<file path="src/sv/imgrel_pkg.sv">
// Shared types and constants for the image relocation fixup unit.
// Used by imgrel_calc, image_relocation_fixup_unit and imgrel_chk; no dependencies.
package imgrel_pkg;

  // Default address width that target addresses wrap at.
  localparam int unsigned ADDR_WIDTH_DEF = 48;

  // Field widths of the stream items.
  localparam int unsigned WORD_W       = 16;
  localparam int unsigned ADDR_FIELD_W = 48;
  localparam int unsigned VALUE_W      = 64;
  localparam int unsigned OFFSET_W     = 12;
  localparam int unsigned IN_TDATA_W   = WORD_W + ADDR_FIELD_W + VALUE_W;   // 128
  localparam int unsigned OUT_PACKED_W = ADDR_FIELD_W + VALUE_W + 2 + 1;    // 115
  localparam int unsigned OUT_TDATA_W  = ((OUT_PACKED_W + 7) / 8) * 8;      // 120

  // Configuration register indexes.
  localparam int unsigned CFG_IDX_W  = 1;
  localparam int unsigned CFG_DATA_W = 64;
  localparam logic [CFG_IDX_W-1:0] CFG_LOAD_DELTA  = 1'b0;
  localparam logic [CFG_IDX_W-1:0] CFG_ARM64_ENABLE = 1'b1;

  // Instruction masks for the ARM64 fixups.
  localparam logic [31:0] ADRP_KEEP_MASK  = 32'h9F00001F;
  localparam logic [31:0] IMM12_KEEP_MASK = 32'hFFC003FF;
  localparam logic [31:0] LDST_SEL_MASK   = 32'h3B000000;
  localparam logic [31:0] LDST_SEL_MATCH  = 32'h39000000;

  // Fixup types carried in bits 15:12 of the entry word.
  typedef enum logic [3:0] {
    FIX_ABSOLUTE  = 4'd0,
    FIX_HIGH      = 4'd1,
    FIX_LOW       = 4'd2,
    FIX_HIGHLOW   = 4'd3,
    FIX_DIR64     = 4'd10,
    FIX_ARM_PAGE  = 4'd11,
    FIX_ARM_PGOFF = 4'd12
  } fix_type_e;

  // Write sizes of a patch.
  typedef enum logic [1:0] {
    WSIZE_NONE = 2'd0,
    WSIZE_16   = 2'd1,
    WSIZE_32   = 2'd2,
    WSIZE_64   = 2'd3
  } wsize_e;

  // One computed patch.
  typedef struct packed {
    logic                    err;
    wsize_e                  size;
    logic [VALUE_W-1:0]      value;
    logic [ADDR_FIELD_W-1:0] target;
  } fix_res_t;

endpackage

</file>
<file path="src/sv/imgrel_calc.sv">
// Combinational patch computation for one relocation entry.
// Depends on imgrel_pkg.
module imgrel_calc #(
  parameter int unsigned ADDR_WIDTH = imgrel_pkg::ADDR_WIDTH_DEF
) (
  input  logic [imgrel_pkg::WORD_W-1:0]       entry_word_i,
  input  logic [imgrel_pkg::ADDR_FIELD_W-1:0] page_address_i,
  input  logic [imgrel_pkg::VALUE_W-1:0]      old_value_i,
  input  logic [imgrel_pkg::CFG_DATA_W-1:0]   load_delta_i,
  input  logic                                arm64_enable_i,
  output imgrel_pkg::fix_res_t                res_o
);
  import imgrel_pkg::*;

  // Target addresses wrap at ADDR_WIDTH bits, then at the 48-bit field.
  localparam logic [ADDR_FIELD_W-1:0] AddrMask =
    (ADDR_WIDTH >= ADDR_FIELD_W) ? {ADDR_FIELD_W{1'b1}} :
    ADDR_FIELD_W'((64'd1 << ADDR_WIDTH) - 64'd1);

  logic [ADDR_FIELD_W-1:0] target;
  logic [31:0]             insn;
  logic [20:0]             page_imm;
  logic [20:0]             page_new;
  logic [31:0]             adrp_val;
  logic [11:0]             imm12;
  logic [1:0]              scale;
  logic                    ldst;
  logic [11:0]             imm_bytes;
  logic [11:0]             bytes_sum;
  logic [11:0]             imm_new;
  logic [31:0]             pgoff_val;
  fix_type_e               ftype;

  assign target = (page_address_i +
                   {{(ADDR_FIELD_W-OFFSET_W){1'b0}}, entry_word_i[OFFSET_W-1:0]}) & AddrMask;
  assign insn   = old_value_i[31:0];
  assign ftype  = fix_type_e'(entry_word_i[15:12]);

  // ADRP: 21-bit page immediate plus the delta's page number.
  assign page_imm = {insn[23:5], insn[30:29]};
  assign page_new = page_imm + load_delta_i[32:12];
  assign adrp_val = (insn & ADRP_KEEP_MASK) |
                    {1'b0, page_new[1:0], 5'b0, page_new[20:2], 5'b0};

  // 12-bit immediate, scaled by the access size for loads and stores.
  assign imm12     = insn[21:10];
  assign scale     = insn[31:30];
  assign ldst      = (insn & LDST_SEL_MASK) == LDST_SEL_MATCH;
  assign imm_bytes = ldst ? (imm12 << scale) : imm12;
  assign bytes_sum = imm_bytes + load_delta_i[11:0];
  assign imm_new   = ldst ? (bytes_sum >> scale) : bytes_sum;
  assign pgoff_val = (insn & IMM12_KEEP_MASK) | {10'b0, imm_new, 10'b0};

  always_comb begin
    res_o        = '0;
    res_o.target = target;
    res_o.size   = WSIZE_NONE;
    unique case (ftype)
      FIX_ABSOLUTE: begin
        res_o.size = WSIZE_NONE;
      end
      FIX_HIGH: begin
        res_o.value = {48'b0, old_value_i[15:0] + load_delta_i[31:16]};
        res_o.size  = WSIZE_16;
      end
      FIX_LOW: begin
        res_o.value = {48'b0, old_value_i[15:0] + load_delta_i[15:0]};
        res_o.size  = WSIZE_16;
      end
      FIX_HIGHLOW: begin
        res_o.value = {32'b0, old_value_i[31:0] + load_delta_i[31:0]};
        res_o.size  = WSIZE_32;
      end
      FIX_DIR64: begin
        res_o.value = old_value_i + load_delta_i;
        res_o.size  = WSIZE_64;
      end
      FIX_ARM_PAGE: begin
        if (arm64_enable_i) begin
          res_o.value = {32'b0, adrp_val};
          res_o.size  = WSIZE_32;
        end else begin
          res_o.err = 1'b1;
        end
      end
      FIX_ARM_PGOFF: begin
        if (arm64_enable_i) begin
          res_o.value = {32'b0, pgoff_val};
          res_o.size  = WSIZE_32;
        end else begin
          res_o.err = 1'b1;
        end
      end
      default: begin
        res_o.err = 1'b1;
      end
    endcase
  end

endmodule

</file>
<file path="src/sv/image_relocation_fixup_unit.sv">
// Top level of the image relocation fixup unit: input register, patch logic, result register.
// Depends on imgrel_pkg and imgrel_calc.
//
// The unit patches one base-relocation entry per beat. A slave stream carries the
// entry word, the page address of its block and the current contents at the target;
// tlast marks the last entry of a block and comes back unchanged on the master side.
// Each result beat gives the target address, the patched value, the write size and an
// error flag. The caller should stop at the first beat whose error flag is set.
// The user must set the load delta and the ARM64 enable through the write port before a
// run, while no beat is in flight; the block itself does not enforce this.
//
// Timing: an accepted beat sits in the input register, passes the patch logic and is
// captured in the result register, from which it is offered on the master side. Both
// registers forward independently, so one beat is accepted per cycle when the receiver
// keeps up; the patch logic between the two registers sets the cycle time.
// When the receiver stalls, the result register holds its beat, the input register
// still takes one more beat, and tready falls only once both are full.
// Reset clears both valid flags and sets the delta and the ARM64 enable to zero.
module image_relocation_fixup_unit #(
  parameter int unsigned ADDR_WIDTH = imgrel_pkg::ADDR_WIDTH_DEF
) (
  input  logic                                clk_i,
  input  logic                                rst_ni,
  // Configuration write port.
  input  logic                                cfg_we_i,
  input  logic [imgrel_pkg::CFG_IDX_W-1:0]    cfg_idx_i,
  input  logic [imgrel_pkg::CFG_DATA_W-1:0]   cfg_data_i,
  // Entry stream.
  input  logic                                s_axis_tvalid,
  output logic                                s_axis_tready,
  // tdata from bit 0: entry_word[15:0], page_address[63:16], old_value[127:64]
  input  logic [imgrel_pkg::IN_TDATA_W-1:0]   s_axis_tdata,
  input  logic                                s_axis_tlast,   // last_in_block
  // Patch stream.
  output logic                                m_axis_tvalid,
  input  logic                                m_axis_tready,
  // tdata from bit 0: target_address[47:0], new_value[111:48], write_size[113:112],
  // fixup_error[114], zero padding[119:115]
  output logic [imgrel_pkg::OUT_TDATA_W-1:0]  m_axis_tdata,
  output logic                                m_axis_tlast    // block_done
);
  import imgrel_pkg::*;

  logic [CFG_DATA_W-1:0]   load_delta_q;
  logic                    arm64_enable_q;

  logic                    in_vld_q;
  logic [WORD_W-1:0]       in_word_q;
  logic [ADDR_FIELD_W-1:0] in_page_q;
  logic [VALUE_W-1:0]      in_old_q;
  logic                    in_last_q;

  logic                    out_vld_q;
  fix_res_t                out_res_q;
  logic                    out_last_q;

  fix_res_t                calc_res;
  logic                    out_ready;
  logic                    in_load;
  logic                    out_load;

  // Configuration registers.
  always_ff @(posedge clk_i or negedge rst_ni) begin
    if (!rst_ni) begin
      load_delta_q   <= '0;
      arm64_enable_q <= 1'b0;
    end else if (cfg_we_i) begin
      unique case (cfg_idx_i)
        CFG_LOAD_DELTA:   load_delta_q   <= cfg_data_i;
        CFG_ARM64_ENABLE: arm64_enable_q <= cfg_data_i[0];
        default:          ;
      endcase
    end
  end

  // The result register frees up when empty or when its beat is taken; the input
  // register frees up when empty or when its beat moves on.
  assign out_ready     = !out_vld_q || m_axis_tready;
  assign s_axis_tready = !in_vld_q || out_ready;
  assign in_load       = s_axis_tvalid && s_axis_tready;
  assign out_load      = in_vld_q && out_ready;

  always_ff @(posedge clk_i or negedge rst_ni) begin
    if (!rst_ni) begin
      in_vld_q  <= 1'b0;
      out_vld_q <= 1'b0;
    end else begin
      if (s_axis_tready) begin
        in_vld_q <= s_axis_tvalid;
      end
      if (out_ready) begin
        out_vld_q <= in_vld_q;
      end
    end
  end

  always_ff @(posedge clk_i) begin
    if (in_load) begin
      in_word_q <= s_axis_tdata[WORD_W-1:0];
      in_page_q <= s_axis_tdata[WORD_W+ADDR_FIELD_W-1:WORD_W];
      in_old_q  <= s_axis_tdata[IN_TDATA_W-1:WORD_W+ADDR_FIELD_W];
      in_last_q <= s_axis_tlast;
    end
    if (out_load) begin
      out_res_q  <= calc_res;
      out_last_q <= in_last_q;
    end
  end

  imgrel_calc #(
    .ADDR_WIDTH (ADDR_WIDTH)
  ) u_calc (
    .entry_word_i   (in_word_q),
    .page_address_i (in_page_q),
    .old_value_i    (in_old_q),
    .load_delta_i   (load_delta_q),
    .arm64_enable_i (arm64_enable_q),
    .res_o          (calc_res)
  );

  assign m_axis_tvalid = out_vld_q;
  assign m_axis_tlast  = out_last_q;
  assign m_axis_tdata  = {{(OUT_TDATA_W-OUT_PACKED_W){1'b0}}, out_res_q.err,
                          out_res_q.size, out_res_q.value, out_res_q.target};

endmodule

</file>
<file path="config.mk">
export PLATFORM = sky130hd
export DESIGN_NAME = image_relocation_fixup_unit
export DESIGN_NICKNAME = d
export VERILOG_FILES = /design/src/sv/imgrel_pkg.sv /design/src/sv/imgrel_calc.sv /design/src/sv/image_relocation_fixup_unit.sv
export SDC_FILE = /design/constraint.sdc
export NUM_CORES = 1
export LEC_CHECK = 0
export CORE_MARGIN = 2
export CORE_UTILIZATION = 25
export CTS_CLUSTER_DIAMETER = 150
export DETAILED_ROUTE_END_ITERATION = 6
export DONT_BUFFER_PORTS = 1
export SKIP_LAST_GASP = 1
export SLEW_MARGIN = 20
export SYNTH_ARGS = -nofsm -noshare
export SYNTH_HDL_FRONTEND = slang
export SYNTH_SLANG_ARGS = --single-unit
</file>
<file path="constraint.sdc">
create_clock -name clk_i -period 4.5 [get_ports clk_i]
set_clock_uncertainty 0.05 [all_clocks]
set_input_delay 0.45 -clock clk_i [delete_from_list [all_inputs] [get_ports clk_i]]
set_output_delay 0.45 -clock clk_i [all_outputs]
set_load 0.02 [all_outputs]
</file>
==> qor.txt, run 1 <==
area fraction of the dominant cell type after synthesis: 0.397
ys flop type: sky130_fd_sc_hd__edfxtp_1
endpoint of the lowest-slack register-to-register path: m_axis_tdata[62]$_DFFE_PP_
clock sink count: 312
setup_tns: 0 ps
run status: complete, no violations
library cell contributing the largest single delay on the critical path: sky130_fd_sc_hd__edfxtp_1
pin count of the biggest net entering global routing: 68
initial standard-cell utilization of the core: 0.253
area added between synthesis and finish: 24.5%
time the final worst path needs with I/O delays and setup: 4220 ps
fraction of registers with async set or reset after synthesis: 0.215
worst slew margin relative to its limit: 0.308
hold violation count in the final report: 0
Worst Hold Class: primary input to flip-flop
core footprint: 73,200 um2
vias after detailed routing: 14.5k
source of the worst register-to-register timing path: in_word_q[12]$_DFFE_PP_
total length of routed wires: 63.3 mm
number of global-route vias before repair: 14.7k
library cells used by synthesis: 80
worst path required time: 4780 ps
Post-synth EDFFs: 245
GRT Overall Usage: 0.161
startpoint type of the worst setup path: flip-flop
total power density per cell area: 428 nW/um2
commonest cells after routing, fill and taps aside: 245 x sky130_fd_sc_hd__edfxtp_1, 195 x sky130_fd_sc_hd__dlygate4sd3_1, 131 x sky130_fd_sc_hd__a21oi_1
area leader, netlist: sky130_fd_sc_hd__edfxtp_1
top cell family by delay on the critical path: compound AO/OA/AOI/OAI gates
worst-path fanout max: 8
setup-violating endpoint count in the final report: 0
count of buffering cells on the critical path with inverters included: 2
number of antenna violations at the first check in global routing: 9
grt ovf: 0
synthesized cell area: 18,500 um2
Placement Rows: 99
sequential cell fraction of total power: 0.393
critical path capture point: m_axis_tdata[62]$_DFFE_PP_
Gate Count Post-Synth: 1,687
chain of cells forming the critical path: nor4b_2 -> buf_4 -> mux2_2 -> ha_1 -> inv_1 -> fa_1 -> nor2b_1 -> o21ai_0 -> a21boi_0 -> o21ai_0 -> a21oi_1 -> a41oi_1 -> a21oi_1 -> a31oi_1 -> xnor2_1 -> a221o_1
clock latency on the worst-skew pair: 590 ps
share of the yosys chip area belonging to registers: 0.487
internal reg-to-reg setup slack: 280 ps
logic gate share of total power: 0.258
buffer cell driving the clock tree root: sky130_fd_sc_hd__clkbuf_16
sw power: 3.30 mW
Critical Path AT: 4500 ps
critical path depth in cells: 16
detailed-route DRC error count: 0
MaxCap Viol Count: 0
DR WL/cell: 22.0 um
placed cell count: 2,609
CTS max path bufs: 3
highest cell delay on the worst timing path: 510 ps
first drt pass iteration count: 5
# Post-CTS Setup Buffers: 0
Iteration-0 DRC Markers: 1,231
internal power: 6.57 mW
Critical Path Source: in_word_q[12]$_DFFE_PP_
Worst Setup Path Type: flip-flop to flip-flop
CTS buffer count: 39
Net Sw Frac: 0.334
Worst Setup End Kind: flip-flop
slew at the pin closest to its max-slew limit: 1040 ps
x dimension of the die: 276 um
clock power share: 0.349
fraction of final layout cells with drive strength greater than 1: 0.105
remaining antenna violation count: 0
Routability Congestion: 0.922
final net count: 2,214
Ys Warns: 0
flip-flop and latch count after synthesis: 312
I/O pin count: 322
fin. max-slew vios: 0
half-perimeter wire length after detailed placement: 47.3 mm
share of the cycle needed by the critical path after routing: 0.939
synth top area cells: sky130_fd_sc_hd__edfxtp_1 40%, sky130_fd_sc_hd__dfrtp_1 9.0%, sky130_fd_sc_hd__ha_1 8.3%
TritonCTS clock tree: yes
Die Height: 276 um
number of H-tree branching levels: 2
maximum VDD drop: 0.521 mV
maximum clock rate: 237 MHz
worst reg2reg path depth: 16
buffers added on ports: 0
most frequent standard cell in the layout excluding fill and tap cells: sky130_fd_sc_hd__edfxtp_1
leakage component of the power: 8.92 nW
Vias per Instance: 5.02
fin cells: 2,882
average footprint of a synthesized cell: 11.0 um2
unrepaired setup endpoints after global routing: false
die area: 76,400 um2
clock slew at the register clock pins of the worst setup and hold paths: 60 ps
first-pass GRT wire length: 93.4 mm
power groups by stage:
stage / sequential (mW) / combinational (mW) / clock [mW]
2_1_floorplan: 3.77 / 1.83 / 0
3_3_place_gp: 3.94 / 2.29 / 0
3_5_place_dp: 3.94 / 2.33 / 0
4_1_cts: 3.88 / 2.51 / 3.53
5_1_grt: 3.91 / 2.80 / 3.65
6_report: 3.88 / 2.55 / 3.44
worst reg2reg max path: stages, from the launching register on:
cell	delay [ps]
sky130_fd_sc_hd__edfxtp_1	510
sky130_fd_sc_hd__nor4b_2	410
sky130_fd_sc_hd__buf_4	190
sky130_fd_sc_hd__mux2_2	340
sky130_fd_sc_hd__ha_1	190
sky130_fd_sc_hd__inv_1	70
sky130_fd_sc_hd__fa_1	210
sky130_fd_sc_hd__nor2b_1	50
sky130_fd_sc_hd__o21ai_0	230
sky130_fd_sc_hd__a21boi_0	170
sky130_fd_sc_hd__o21ai_0	290
sky130_fd_sc_hd__a21oi_1	150
sky130_fd_sc_hd__a41oi_1	340
sky130_fd_sc_hd__a21oi_1	160
sky130_fd_sc_hd__a31oi_1	240
sky130_fd_sc_hd__xnor2_1	90
sky130_fd_sc_hd__a221o_1	280
repair_timing:
action	4_1_cts	5_1_grt
resized for setup	0	1
setup endpoints to repair	0	2
hold endpoints to repair	262	0
hold buffers	196	0
registers in the layout, summed over array words and instances, names as in the netlist:
signal	cells
in_old_q	64
m_axis_tdata	115
in_last_q	1
in_page_q	48
m_axis_tlast	1
load_delta_q	64
m_axis_tvalid	1
arm64_enable_q	1
in_vld_q	1
in_word_q	16
cell usage after synthesis, types with 14 or more instances:
master and instances:
sky130_fd_sc_hd__o21ai_0 91, sky130_fd_sc_hd__edfxtp_1 245, sky130_fd_sc_hd__inv_1 45, sky130_fd_sc_hd__dfrtp_1 67
sky130_fd_sc_hd__ha_1 123, sky130_fd_sc_hd__nand4_1 28, sky130_fd_sc_hd__nor3_1 37, sky130_fd_sc_hd__a21oi_1 131
sky130_fd_sc_hd__nor2_1 115, sky130_fd_sc_hd__nand3_1 36, sky130_fd_sc_hd__and3_1 20, sky130_fd_sc_hd__clkbuf_1 47
sky130_fd_sc_hd__xor2_1 53, sky130_fd_sc_hd__o21a_1 24, sky130_fd_sc_hd__mux2i_1 14, sky130_fd_sc_hd__o21bai_1 14
sky130_fd_sc_hd__nand2b_1 17, sky130_fd_sc_hd__nor2b_1 14, sky130_fd_sc_hd__a21o_1 71, sky130_fd_sc_hd__xnor2_1 79
sky130_fd_sc_hd__mux2_2 81, sky130_fd_sc_hd__nand2_1 125
routing by layer:
layer	share of wire	global-route usage	vias up
met5	0.0011	0	-
met4	0.037	0.0640	12
met3	0.079	0.0478	133
met2	0.48	0.270	539
met1	0.41	0.192	7013
li1	-	-	6770
cell families (layout without fill, tap and decap cells):
group | Yosys count | in the layout | synth area share
buffers and inverters | 114 | 339 | 0.0270
AO/OA/AOI/OAI | 458 | 458 | 0.161
multiplexers | 95 | 95 | 0.0568
XOR/XNOR | 132 | 132 | 0.0624
other | 1 | 12 | 0.000202
flip-flops | 312 | 312 | 0.487
adder cells (fa/ha/maj) | 128 | 128 | 0.0884
AND/OR/NAND/NOR | 447 | 447 | 0.117
worst min path at each step:
| stage | startpoint | cells past startpoint | endpoint |
|---|---|---|---|
| global placement | rst_ni | 0 | in_vld_q$_DFFE_PN0N_ |
| detailed placement | rst_ni | 0 | m_axis_tvalid$_DFFE_PN0P_ |
| finish | cfg_we_i | 2 | arm64_enable_q$_DFFE_PN0P_ |
| floorplan | rst_ni | 0 | arm64_enable_q$_DFFE_PN0P_ |
| CTS | m_axis_tready | 2 | m_axis_tvalid$_DFFE_PN0P_ |
| global route | cfg_we_i | 2 | arm64_enable_q$_DFFE_PN0P_ |
stage by stage:
step	power, mW	util	hold slack, ps	instance area [um2]	setup slack (ps)
after global routing	10.4	0.315	23.1	23100	83.6
final	9.87	0.315	36.4	23100	276
after detailed placement	6.26	0.269	106	19700	236
after global placement	6.23	0.269	107	19700	275
after CTS	9.93	0.315	8.07	23000	224
after floorplan	5.59	-	104	18600	202
layout make-up:
cell class / count / area, um2
well taps: 959 / 1200
clock inverters: 28 / 399
clock buffers: 42 / 987
diodes: 7 / 17.5
multi-input cells: 1265 / 9040
flip-flops and latches: 312 / 9030
fillers: 7316 / 50100
repair buffers: 224 / 2230
inverters: 45 / 169
Note: power is estimated with default switching activity, not from simulation.
==> inputs of run 2 (changes only) <==
--- a/config.mk
+++ b/config.mk
@@ -14,4 +14,5 @@
 export SLEW_MARGIN = 20
 export SYNTH_ARGS = -nofsm -noshare
 export SYNTH_HDL_FRONTEND = slang
+export SYNTH_HIERARCHICAL = 1
 export SYNTH_SLANG_ARGS = --single-unit
==> qor.txt, run 2 <==
Worst Setup Path Type: flip-flop to flip-flop
critical path depth in cells: 15 (-1)
MaxCap Viol Count: 0 (unchanged)
time the final worst path needs with I/O delays and setup: 4110 ps (-118 ps)
worst-path fanout max: 16 (+8)
Worst Setup End Kind: flip-flop
count of buffering cells on the critical path with inverters included: 2 (unchanged)
Post-synth EDFFs: 245 (unchanged)
share of the yosys chip area belonging to registers: 0.476 (-0.0111)
slew at the pin closest to its max-slew limit: 1020 ps (-22.8 ps)
most frequent standard cell in the layout excluding fill and tap cells: sky130_fd_sc_hd__edfxtp_1
Iteration-0 DRC Markers: 1,165 (-5.4%)
GRT Overall Usage: 0.163 (+0.00246)
setup_tns: 0 ps (unchanged)
synthesized cell area: 19,000 um2 (+2.3%)
leakage component of the power: 8.95 nW (+0.40%)
vias after detailed routing: 14.8k (+2.1%)
flip-flop and latch count after synthesis: 312 (unchanged)
leading cell types by count after synthesis: 245 x sky130_fd_sc_hd__edfxtp_1, 140 x sky130_fd_sc_hd__a21oi_1, 123 x sky130_fd_sc_hd__ha_1
detailed-route DRC error count: 1 (+1)
Seq. cell area: 9030 um2 (unchanged)
filler cell count in the final layout: 7,649 (+4.6%)
Critical Path AT: 4430 ps (-70 ps)
total power density per cell area: 415 nW/um2 (-2.9%)
average footprint of a synthesized cell: 11.2 um2 (+2.2%)
fraction of registers with async set or reset after synthesis: 0.215 (unchanged)
library cells used by synthesis: 83 (+3.8%)
x dimension of the die: 279 um (+1.1%)
startpoint type of the worst setup path: flip-flop
worst reg2reg path depth: 15 (-1)
maximum VDD drop: 0.351 mV (-33%)
commonest cells after routing, fill and taps aside: 245 x sky130_fd_sc_hd__edfxtp_1, 195 x sky130_fd_sc_hd__dlygate4sd3_1, 140 x sky130_fd_sc_hd__a21oi_1
total power: 9.66 mW (-2.1%)
number of H-tree branching levels: 2 (unchanged)
buffers added on ports: 0 (unchanged)
# Post-CTS Setup Buffers: 0 (unchanged)
CTS buffer count: 37 (-5.1%)
clock slew at the register clock pins of the worst setup and hold paths: 70 ps (about the same)
ys flop type: sky130_fd_sc_hd__edfxtp_1
Gate Count Post-Synth: 1,689 (+0.12%)
Ys Warns: 6 (+6)
remaining antenna violation count: 0 (unchanged)
buffer cell driving the clock tree root: sky130_fd_sc_hd__clkbuf_16
pin count of the biggest net entering global routing: 130 (+91%)
hold violation count in the final report: 0 (unchanged)
worst slew margin relative to its limit: 0.323 (+0.0152)
area leader, netlist: sky130_fd_sc_hd__edfxtp_1
core footprint: 75,600 um2 (+3.2%)
number of antenna violations at the first check in global routing: 8 (-1)
top cell family by delay on the critical path: compound AO/OA/AOI/OAI gates
setup-violating endpoint count in the final report: 0 (unchanged)
area fraction of the dominant cell type after synthesis: 0.388 (-0.00906)
cell area after placement: 20,000 um2 (+1.8%)
Placement Rows: 101 (+2.0%)
Routability Congestion: 0.914 (-0.82%)
highest cell delay on the worst timing path: 490 ps (-20 ps)
CTS max path bufs: 3 (unchanged)
run status: complete, but fails checks
most common cell in the synthesized netlist: sky130_fd_sc_hd__edfxtp_1
destination of the worst hold path: m_axis_tvalid$_DFFE_PN0P_
clock sink count: 312 (unchanged)
synth top area cells: sky130_fd_sc_hd__edfxtp_1 39%, sky130_fd_sc_hd__dfrtp_1 8.8%, sky130_fd_sc_hd__ha_1 8.1%
grt ovf: 0 (unchanged)
I/O pin count: 322 (unchanged)
chain of cells forming the critical path: nor4b_2 -> buf_4 -> mux2_2 -> ha_1 -> inv_1 -> fa_1 -> nor2b_1 -> o21ai_0 -> a21boi_0 -> o21ai_0 -> a21boi_0 -> o211ai_1 -> a21oi_1 -> nor3_1 -> o31ai_1
area added between synthesis and finish: 22.6%
worst path required time: 4830 ps (+50 ps)
cts-stage hold buffer count: 196 (unchanged)
Worst Hold Class: primary input to flip-flop
hold slack: 53.6 ps (+17.2 ps)
multi-input gate area in the final layout: 9360 um2 (+3.5%)
final net count: 2,218 (+0.18%)
fraction of final layout cells with drive strength greater than 1: 0.104 (-0.00121)
DR WL/cell: 22.7 um (+3.2%)
Die Height: 279 um (+1.1%)
TritonCTS clock tree: yes
Vias per Instance: 5.09 (+1.4%)
first drt pass iteration count: 7 (+2)
endpoint of the lowest-slack register-to-register path: m_axis_tdata[62]$_DFFE_PP_
number of cells on the worst hold path: 2 (unchanged)
initial standard-cell utilization of the core: 0.251 (-0.00219)
half-perimeter wire length after detailed placement: 49.6 mm (+4.9%)
violated checks: DRC
share of the cycle needed by the critical path after routing: 0.913 (-0.0262)
hold_sp: m_axis_tready
die area: 78,100 um2 (+2.3%)
maximum clock rate: 244 MHz (+2.9%)
final std cell area, no fill: 23,300 um2 (+0.78%)
library cell contributing the largest single delay on the critical path: sky130_fd_sc_hd__edfxtp_1
Core Util, Final: 0.308 (-0.00749)
source of the worst register-to-register timing path: in_word_q[12]$_DFFE_PP_
post-CTS resize count: 0 (unchanged)
clock latency on the worst-skew pair: 570 ps (-20 ps)
fin. max-slew vios: 0 (unchanged)
internal reg-to-reg setup slack: 390 ps (+120 ps)
number of global-route vias before repair: 14.8k (+0.68%)
flip-flop count of the largest register after layout: 115 (unchanged)
first-pass GRT wire length: 95.9 mm (+2.6%)
total length of routed wires: 65.7 mm (+3.8%)
unrepaired setup endpoints after global routing: false
run 2: cell count changes in the layout (fill, tap and decap cells not counted), moves of 13 or more:
cell                       before  now
sky130_fd_sc_hd__inv_1         45   60
sky130_fd_sc_hd__nand2_1      125  109
sky130_fd_sc_hd__mux2_2        81   24
sky130_fd_sc_hd__mux2_4         0   60
sky130_fd_sc_hd__o211ai_1       5   18
sky130_fd_sc_hd__o21ai_0       91   68
sky130_fd_sc_hd__a21o_1        71   53
run 2: final cells by class:
cell class	instances	area share
inverter	60	0.00969
clock inverter	25	0.0110
clock buffer	42	0.0415
timing repair buffer	219	0.0936
multi-input combinational	1261	0.403
tap	978	0.0526
antenna	4	0.000430
sequential	312	0.389
run 2: power breakdown:
| part | switching, mW | leakage, nW | internal, mW |
|---|---|---|---|
| Combinational | 1.57 | 5.20 | 1.14 |
| Sequential | 0.410 | 3.16 | 3.45 |
| Clock | 1.34 | 0.589 | 1.75 |
run 2: through the flow:
| stage | cells | setup WS [ps] |
|---|---|---|
| floorplan | 1693 | 202 |
| finish | 2901 | 394 |
| global placement | 2634 | 484 |
| CTS | 2897 | 415 |
| global route | 2901 | 38.1 |
| detailed placement | 2634 | 473 |
run 2: metal layers:
layer / up-vias / wire length, um / global-route usage
met5: - / 55 / 0
met1: 7209 / 27600 / 0.207
met3: 127 / 4710 / 0.0393
li1: 6783 / - / -
met4: 8 / 2420 / 0.0629
met2: 640 / 30900 / 0.268
run 2: worst max path at each step:
| stage | startpoint | endpoint |
|---|---|---|
| 6_report | in_word_q[12]$_DFFE_PP_ | m_axis_tdata[62]$_DFFE_PP_ |
| 5_1_grt | in_old_q[25]$_DFFE_PP_ | m_axis_tdata[66]$_DFFE_PP_ |
| 4_1_cts | in_old_q[25]$_DFFE_PP_ | m_axis_tdata[66]$_DFFE_PP_ |
| 3_5_place_dp | in_old_q[25]$_DFFE_PP_ | m_axis_tdata[66]$_DFFE_PP_ |
| 3_3_place_gp | in_old_q[25]$_DFFE_PP_ | m_axis_tdata[66]$_DFFE_PP_ |
| 2_1_floorplan | m_axis_tvalid$_DFFE_PN0P_ | in_last_q$_DFFE_PP_ |
run 2: cell families (layout without fill, tap and decap cells):
kind of cell,Yosys count,after routing,synth area share
fa+ha+maj,128,128,0.0864
compound gates,463,463,0.161
simple gates,440,440,0.117
other cells,1,9,0.000198
mux,95,95,0.0682
flops,312,312,0.476
xor+xnor,130,130,0.0600
buf+inv,120,346,0.0315
